--- config.mk ---
export PLATFORM = sky130hd
export DESIGN_NAME = triad_ctrl
export DESIGN_NICKNAME = d
export VERILOG_FILES = /design/src/design/triad_pkg.sv /design/src/design/triad_ctrl.sv
export SDC_FILE = /design/constraint.sdc
export NUM_CORES = 1
export LEC_CHECK = 0
export BUFFER_PORTS_ARGS = -buffer_cell sky130_fd_sc_hd__clkbuf_2
export CAP_MARGIN = 20
export CELL_PAD_IN_SITES_DETAIL_PLACEMENT = 0
export CELL_PAD_IN_SITES_GLOBAL_PLACEMENT = 1
export CORE_MARGIN = 5
export CORE_UTILIZATION = 38
export CTS_CLUSTER_SIZE = 20
export DETAILED_ROUTE_END_ITERATION = 6
export GPL_TIMING_DRIVEN = 0
export PLACE_DENSITY_LB_ADDON = 0.1
export SLEW_MARGIN = 20
export SYNTH_ARGS = -nofsm -noshare
export SYNTH_HDL_FRONTEND = slang
export SYNTH_SLANG_ARGS = --single-unit
--- constraint.sdc ---
create_clock -name clk -period 2.3 [get_ports clk]
set_clock_uncertainty 0.15 [all_clocks]
set_input_delay 0.575 -clock clk [delete_from_list [all_inputs] [get_ports clk]]
set_output_delay 0.575 -clock clk [all_outputs]
set_load 0.03 [all_outputs]
--- src/design/triad_pkg.sv ---
`default_nettype none
// ----------------------------------------------------------------------------
// triad_pkg
// Shared widths, types, command and status structures and small helpers
// for the TRIAD attitude block.
// ----------------------------------------------------------------------------
package triad_pkg;

	localparam int SAMPLE_W  = 16;
	localparam int FRAC_BITS = 14;
	localparam int COEF_W    = 16;
	localparam int NORM_BITS = 30;
	localparam int MAG_W     = 32;
	localparam int XPROD_W   = 33;
	localparam int ACC_W     = 64;
	localparam int OPND_W    = 32;
	localparam int RAD_W     = 62;
	localparam int ROOT_W    = 31;
	localparam int QUO_W     = 15;
	localparam int DIVD_W    = 45;

	typedef logic signed [SAMPLE_W-1:0] sample_t;
	typedef logic signed [COEF_W-1:0]   coef_t;

	localparam coef_t ONE_Q = coef_t'(1 << FRAC_BITS);

	typedef enum logic [1:0] {
		MAC_CROSS,
		MAC_SQ,
		MAC_C0,
		MAC_MAT
	} mac_sel_t;

	typedef struct packed {
		logic     valid;
		mac_sel_t sel;
		logic [1:0] i;
		logic [1:0] j;
		logic [1:0] k;
		logic     last;
	} mac_cmd_t;

	typedef struct packed {
		logic       capture;
		logic       load_vec;
		logic       vsel;
		logic       shift;
		mac_cmd_t   mac;
		logic       sqrt_start;
		logic       div_start;
		logic [1:0] div_idx;
		logic       out_load;
		logic       degen;
	} dp_cmd_t;

	typedef struct packed {
		logic req_type;
		logic vec_zero;
		logic vec_norm;
		logic sqrt_done;
		logic div_done;
	} dp_stat_t;

	function automatic logic [1:0] inc3(input logic [1:0] x);
		return (x == 2'd2) ? 2'd0 : x + 2'd1;
	endfunction

	// Shift right by the fraction width, rounding half away from zero, and
	// clamp the magnitude to one.
	function automatic coef_t round_sat(input logic signed [31:0] x);
		logic [31:0] m;
		logic [31:0] r;
		m = x[31] ? 32'(-x) : 32'(x);
		r = (m + 32'(1 << (FRAC_BITS - 1))) >> FRAC_BITS;
		if (r > 32'(1 << FRAC_BITS))
			r = 32'(1 << FRAC_BITS);
		return x[31] ? coef_t'(-r[COEF_W-1:0]) : coef_t'(r[COEF_W-1:0]);
	endfunction

endpackage
`default_nettype wire

--- src/design/triad_ctrl.sv ---
`default_nettype none
// ----------------------------------------------------------------------------
// triad_ctrl
// Sequencer: walks the datapath through cross product, two normalizations,
// the first frame column, the optional relative product and the result load.
// ----------------------------------------------------------------------------
module triad_ctrl
	import triad_pkg::*;
(
	input  logic     clk,
	input  logic     arst_n,
	input  logic     in_valid,
	output logic     in_ready,
	output logic     out_valid,
	input  logic     out_ready,
	input  dp_stat_t stat,
	output dp_cmd_t  cmd
);

	typedef enum logic [9:0] {
		S_IDLE  = 10'b0000000001,
		S_CROSS = 10'b0000000010,
		S_LOAD  = 10'b0000000100,
		S_SHIFT = 10'b0000001000,
		S_SQ    = 10'b0000010000,
		S_SQRT  = 10'b0000100000,
		S_DIV   = 10'b0001000000,
		S_C0    = 10'b0010000000,
		S_MAT   = 10'b0100000000,
		S_FIN   = 10'b1000000000
	} state_t;

	state_t     state_q;
	state_t     mac_next;
	logic [1:0] i_q;
	logic [1:0] j_q;
	logic [1:0] k_q;
	logic [1:0] dcnt_q;
	logic       vsel_q;
	logic       go_q;
	logic       degen_q;
	logic       out_valid_q;

	logic       mac_phase;
	mac_sel_t   sel;
	logic [1:0] kmax;
	logic [1:0] jmax;
	logic [1:0] imax;
	logic       last_k;
	logic       last_all;
	logic       out_free;

	always_comb begin
		mac_phase = 1'b1;
		sel       = MAC_CROSS;
		kmax      = 2'd1;
		jmax      = 2'd0;
		imax      = 2'd2;
		mac_next  = S_LOAD;
		case (state_q)
			S_CROSS: begin
				sel      = MAC_CROSS;
				mac_next = S_LOAD;
			end
			S_SQ: begin
				sel      = MAC_SQ;
				kmax     = 2'd2;
				imax     = 2'd0;
				mac_next = S_SQRT;
			end
			S_C0: begin
				sel      = MAC_C0;
				mac_next = stat.req_type ? S_MAT : S_FIN;
			end
			S_MAT: begin
				sel      = MAC_MAT;
				kmax     = 2'd2;
				jmax     = 2'd2;
				mac_next = S_FIN;
			end
			default: mac_phase = 1'b0;
		endcase
		last_k   = (k_q == kmax);
		last_all = last_k && (j_q == jmax) && (i_q == imax);
		out_free = !out_valid_q || out_ready;
	end

	always_comb begin
		cmd            = '0;
		cmd.capture    = (state_q == S_IDLE) && in_valid;
		cmd.load_vec   = (state_q == S_LOAD);
		cmd.vsel       = vsel_q;
		cmd.shift      = (state_q == S_SHIFT) && !stat.vec_zero && !stat.vec_norm;
		cmd.mac.valid  = mac_phase && (dcnt_q == 2'd0);
		cmd.mac.sel    = sel;
		cmd.mac.i      = i_q;
		cmd.mac.j      = j_q;
		cmd.mac.k      = k_q;
		cmd.mac.last   = last_k;
		cmd.sqrt_start = (state_q == S_SQRT) && !go_q;
		cmd.div_start  = (state_q == S_DIV) && !go_q;
		cmd.div_idx    = i_q;
		cmd.out_load   = (state_q == S_FIN) && out_free;
		cmd.degen      = degen_q;
	end

	always_ff @(posedge clk or negedge arst_n) begin
		if (!arst_n) begin
			state_q <= S_IDLE;
			i_q     <= '0;
			j_q     <= '0;
			k_q     <= '0;
			dcnt_q  <= '0;
			vsel_q  <= 1'b0;
			go_q    <= 1'b0;
			degen_q <= 1'b0;
		end else begin
			case (state_q)
				S_IDLE: begin
					if (in_valid) begin
						degen_q <= 1'b0;
						i_q     <= '0;
						j_q     <= '0;
						k_q     <= '0;
						dcnt_q  <= '0;
						state_q <= S_CROSS;
					end
				end
				S_CROSS, S_SQ, S_C0, S_MAT: begin
					// A drain on dcnt_q lets the last product pass prod_s1 and acc_q and reach its target.
					if (dcnt_q == 2'd0) begin
						if (last_k) begin
							k_q <= '0;
							if (j_q == jmax) begin
								j_q <= '0;
								i_q <= i_q + 2'd1;
							end else begin
								j_q <= j_q + 2'd1;
							end
						end else begin
							k_q <= k_q + 2'd1;
						end
						if (last_all)
							dcnt_q <= 2'd1;
					end else if (dcnt_q == 2'd1) begin
						dcnt_q <= 2'd2;
					end else begin
						dcnt_q  <= '0;
						i_q     <= '0;
						j_q     <= '0;
						k_q     <= '0;
						state_q <= mac_next;
						if (state_q == S_CROSS)
							vsel_q <= 1'b0;
					end
				end
				S_LOAD: state_q <= S_SHIFT;
				S_SHIFT: begin
					if (stat.vec_zero) begin
						degen_q <= 1'b1;
						state_q <= S_FIN;
					end else if (stat.vec_norm) begin
						state_q <= S_SQ;
					end
				end
				S_SQRT: begin
					if (!go_q) begin
						go_q <= 1'b1;
					end else if (stat.sqrt_done) begin
						go_q    <= 1'b0;
						state_q <= S_DIV;
					end
				end
				S_DIV: begin
					if (!go_q) begin
						go_q <= 1'b1;
					end else if (stat.div_done) begin
						go_q <= 1'b0;
						if (i_q == 2'd2) begin
							i_q <= '0;
							if (vsel_q) begin
								state_q <= S_C0;
							end else begin
								vsel_q  <= 1'b1;
								state_q <= S_LOAD;
							end
						end else begin
							i_q <= i_q + 2'd1;
						end
					end
				end
				S_FIN: begin
					if (out_free)
						state_q <= S_IDLE;
				end
				default: state_q <= S_IDLE;
			endcase
		end
	end

	always_ff @(posedge clk or negedge arst_n) begin
		if (!arst_n)
			out_valid_q <= 1'b0;
		else if ((state_q == S_FIN) && out_free)
			out_valid_q <= 1'b1;
		else if (out_ready)
			out_valid_q <= 1'b0;
	end

	assign in_ready  = (state_q == S_IDLE);
	assign out_valid = out_valid_q;

endmodule
`default_nettype wire

; Word level (Yosys, flattened, before mapping)
; Index checks and enable logic that the tools add are counted.
[totals]
ff_bits = 22
latchBits = 0
mem_bits_rw = 0
rom_bits = 0
in_bits = 9
memories = 0
[classes]
addsub = 3
multipliers = 0
div = 0
n_lt_le_gt_ge = 0
n_eq_ne = 31
shift = 0
mux = 57
bitwise_logic = 0
reduce_logical = 30
[ops]
columns = operator, count
row1 = $mux W10, 12
row2 = $pmux W10 S7, 1
row3 = $mux W2, 19
row4 = $pmux W10 S3, 1
row5 = $ne A2 B2 Y1 const B, 9
row6 = $mux W1, 15
row7 = $reduce_and A7 Y1, 2
row8 = $ne A3 B3 Y1 const B, 4
row9 = $pmux W2 S2, 3
row10 = $pmux W2 S3, 2
row11 = $eq A10 B1 Y1 const B, 1
row12 = $eq A10 B10 Y1 const B, 1
row13 = $eq A10 B2 Y1 const B, 1
row14 = $eq A10 B3 Y1 const B, 1
row15 = $eq A10 B4 Y1 const B, 1
row16 = $eq A10 B5 Y1 const B, 1
row17 = $eq A10 B6 Y1 const B, 1
row18 = $eq A10 B7 Y1 const B, 1
row19 = $eq A10 B8 Y1 const B, 1
row20 = $eq A10 B9 Y1 const B, 1
row21 = $reduce_and A10 Y1, 1
row22 = $reduce_bool A2 Y1, 5
row23 = $logic_and A1 B1 Y1, 9
row24 = $reduce_and A3 Y1, 3
row25 = other kinds (15), 25

; Logic depth before layout (Yosys ltp)
[depth]
word_depth = 9
mapped_depth = 9
mapped_depth_nobuf = 8

; Worst setup path before layout
; Ideal clock, no wire load.
[synth_timing]
path_type = flip-flop to output port
from = register state_q[1]
to = output cmd[16] (netlist name)
arrival_time_ps = 2097
required_ps = 1575
slack_ps = -522
stages_incl_launch_ff = 6
n_path_buf = 1
cell_sequence = dfrtp_1 -> buf_6 -> nor4_4 -> nand2_1 -> or3_1 -> nor3_1
[synth_lines]
columns = element, line
row1 = start: declaration, triad_ctrl.sv:33  ; state_t state_q;
row2 = start signal: assignment, triad_ctrl.sv:152  ; state_q <= mac_next;
row3 = end: declaration, triad_ctrl.sv:17  ; output dp_cmd_t cmd

==> impl_metrics.ini <==
[status]
status = complete, but fails checks
violations = setup timing

[global_route]
antenna_found_initial = 0
grt_pass1_wl_um = 8310
grt_max_degree = 23
grt_pass1_vias = 1710
groute.usage.overall_pct = 19.4
grt_overflow = 0

[placed_design]
dp_hpwl_um = 3330
post_dp_cell_area_mm2 = 0.00194
globalplace.congestion = 0.825
placedCellCount = 260
port_buffers = 30

[logic_synthesis]
yosysUniqueCellTypes = 58
syn_inst = 178
yosysWarnings = 0
synthTopCellsByArea = dfrtp_1, nand2_1, nor2_1
synth_seq_area_share_pct = 33.5
synth-seq-cells = 22
synth_nets = 190
ys.flop_type = dfrtp_1
syn_area_per_cell_um2 = 9.24
synth_edf_count = 0
synth_largest_area_cell = dfrtp_1
synth_top_area_share_pct = 31.9
synth_area_mm2 = 0.00165
synthArstFlopShare_pct = 100

[finish]
instances_no_fill = 304
nFillCells = 374
area_growth_pct = 57.6
diodes = 0
regArea_um2 = 557
layout-drive-gt1-share_pct = 55.6
multi_input_area_mm2 = 0.00119
fin_nets = 265
finalInstanceArea_mm2 = 0.00259

[cts]
cts_buffer_depth = 2
cts_root_buffer = clkbuf_8
cts_tree = done
holdBufCountCts = 0
clk_latency_ns = 0.27
cts_buffers = 3
path_clk_slew_ns = 0.09
clkSinkCount = 22
cts-htree-levels = 1

[die]
dieHeight_um = 75.8
io_pins = 31
start_util_pct = 38.6
rows = 24
dieWidth_um = 75.8
core_mm2 = 0.00426
dieArea_mm2 = 0.00575

[sta]
hold_violations = 0
slew_headroom_pct = 58.2
slew_violations = 0
setup_slack_ns = -0.458
hold-worst-slack_ns = 0.149
tightest_slew_ns = 0.627
period_share_pct = 120
fin_setup_tns_ns = -4.55
finalSetupViolCount = 15
rsz0062_at_grt = yes
min_period_ns = 2.76
fmax_mhz = 363

[critical_path]
r2r-end = dcnt_q[0]
crit_path_end_kind = output pin
ff2ff_setup_slack_ns = -0.33
crit_path_max_fanout = 4
critPathRequiredTime_ns = 1.57
r2r-start = state_q[1]
arrival_ns = 2.03
cp-start-kind = register
worstSetupPathType = register to output pin
r2r_cells = 9

[detailed_routing]
drt_iter0_drc = 71
vias_per_cell = 5.51
vias = 1675
dr.pass1.iters = 4
wirelength_um = 5450
drc = 0
drtAntennaViolNets = 0
routedWlPerCell_um = 17.9

[pwr]
power_mw = 2.52
powerDensity_mw_per_mm2 = 973
leakage_nw = 1.19
peakVddDrop_mv = 0.532

[job]
max_cap_violations = 0

[min_path]
min_path_type = primary input to asynchronous set/reset pin
==> area by class of cell <==
type | count | share of cell area, %
well taps | 52 | 2.51
clock buffers | 4 | 1.74
plain buffers | 10 | 3.62
flip-flops and latches | 22 | 21.5
inverters | 10 | 1.45
multi-input cells | 135 | 46.1
repair buffers | 71 | 23.1
==> through the flow <==
stage | utilization (%) | worst slack [ns]
2_1_floorplan | - | -0.187
5_1_grt | 60.8 | -0.535
3_3_place_gp | 45.4 | -0.419
6_report | 60.8 | -0.458
4_1_cts | 56.0 | -0.463
3_5_place_dp | 45.4 | -0.454
==> worst max-delay path by stage <==
stage | from | end | slack (ns)
2_1_floorplan | state_q[5] | cmd[1] | -0.19
3_3_place_gp | state_q[3] | cmd[15] | -0.42
3_5_place_dp | state_q[3] | cmd[15] | -0.45
4_1_cts | state_q[1] | cmd[4] | -0.46
5_1_grt | state_q[1] | cmd[15] | -0.53
6_report | state_q[1] | cmd[4] | -0.46
==> report_power, final <==
group	switching (mW)	internal, mW
logic	0.867	0.890
clock network	0.137	0.124
registers	0.0572	0.446
total	1.06	1.46
==> cell families after synthesis <==
logic type | after synthesis | synth area share (%)
buffers and inverters | 21 | 7.60
and+or+nand+nor | 84 | 32.2
adders and majority gates | 3 | 2.28
xor gates and xnor gates | 4 | 2.13
muxes | 8 | 6.08
DFF | 22 | 33.5
AOI/OAI and AO/OA | 36 | 16.1
==> critical path, cell delays in order (launching register included) <==
cell and delay, ns:
dfrtp_1 0.40, buf_6 0.14, or4_4 0.57, or3_4 0.42, nor2_4 0.10, buf_8 0.13
==> timing repair <==
item	CTS	global route
hold endpoints to repair	0	0
gates cloned	1	0
buffers inserted	33	14
endpoints found under the setup margin	21	25
gates resized for setup	45	30
pin swaps	16	16
==> cell usage after synthesis, types with 3 or more instances <==
| cell type | n |
|---|---|
| nand3_1 | 4 |
| nor2_1 | 16 |
| a21oi_1 | 5 |
| buf_4 | 6 |
| o22ai_1 | 4 |
| mux2i_1 | 4 |
| o21ai_0 | 6 |
| nand4_1 | 3 |
| xnor2_1 | 3 |
| nor3_1 | 5 |
| inv_1 | 9 |
| nor2b_1 | 3 |
| or3_1 | 5 |
| dfrtp_1 | 21 |
| nand2b_1 | 7 |
| o211ai_1 | 4 |
| ha_1 | 3 |
| buf_6 | 3 |
| a21o_1 | 3 |
| nand2_1 | 16 |
| and3_1 | 3 |
==> per-layer routing <==
metal | wire, µm | part of all wire (%) | track usage [%]
met5 | 0 | 0 | 0
met4 | 148 | 2.7 | 8.35
met3 | 229 | 4.2 | 2.77
met2 | 2870 | 53 | 34.3
met1 | 2190 | 40 | 23.1
==> registers in the layout (all words and copies together) (netlist names) <==
signal	cells
degen_q	1
go_q	1
dcnt_q	2
state_q	10
out_valid	1
j_q	2
k_q	2
vsel_q	1
i_q	2
==> placed cells by master (no fill, tap or decap), drive strengths merged, types with 3 or more instances in the layout <==
cell type,n
or4,3
mux2i,5
nand3,4
and3,4
nand4,3
a21o,4
dfrtp,21
nand2b,7
nor4,3
nor2b,3
ha,3
nor2,16
nand2,16
clkbuf,27
o22ai,4
o211ai,4
or3,5
buf,58
o21ai,8
mux2,3
xnor2,3
inv,10
a21oi,5
nor3,8
(Power assumes the default switching activity.)
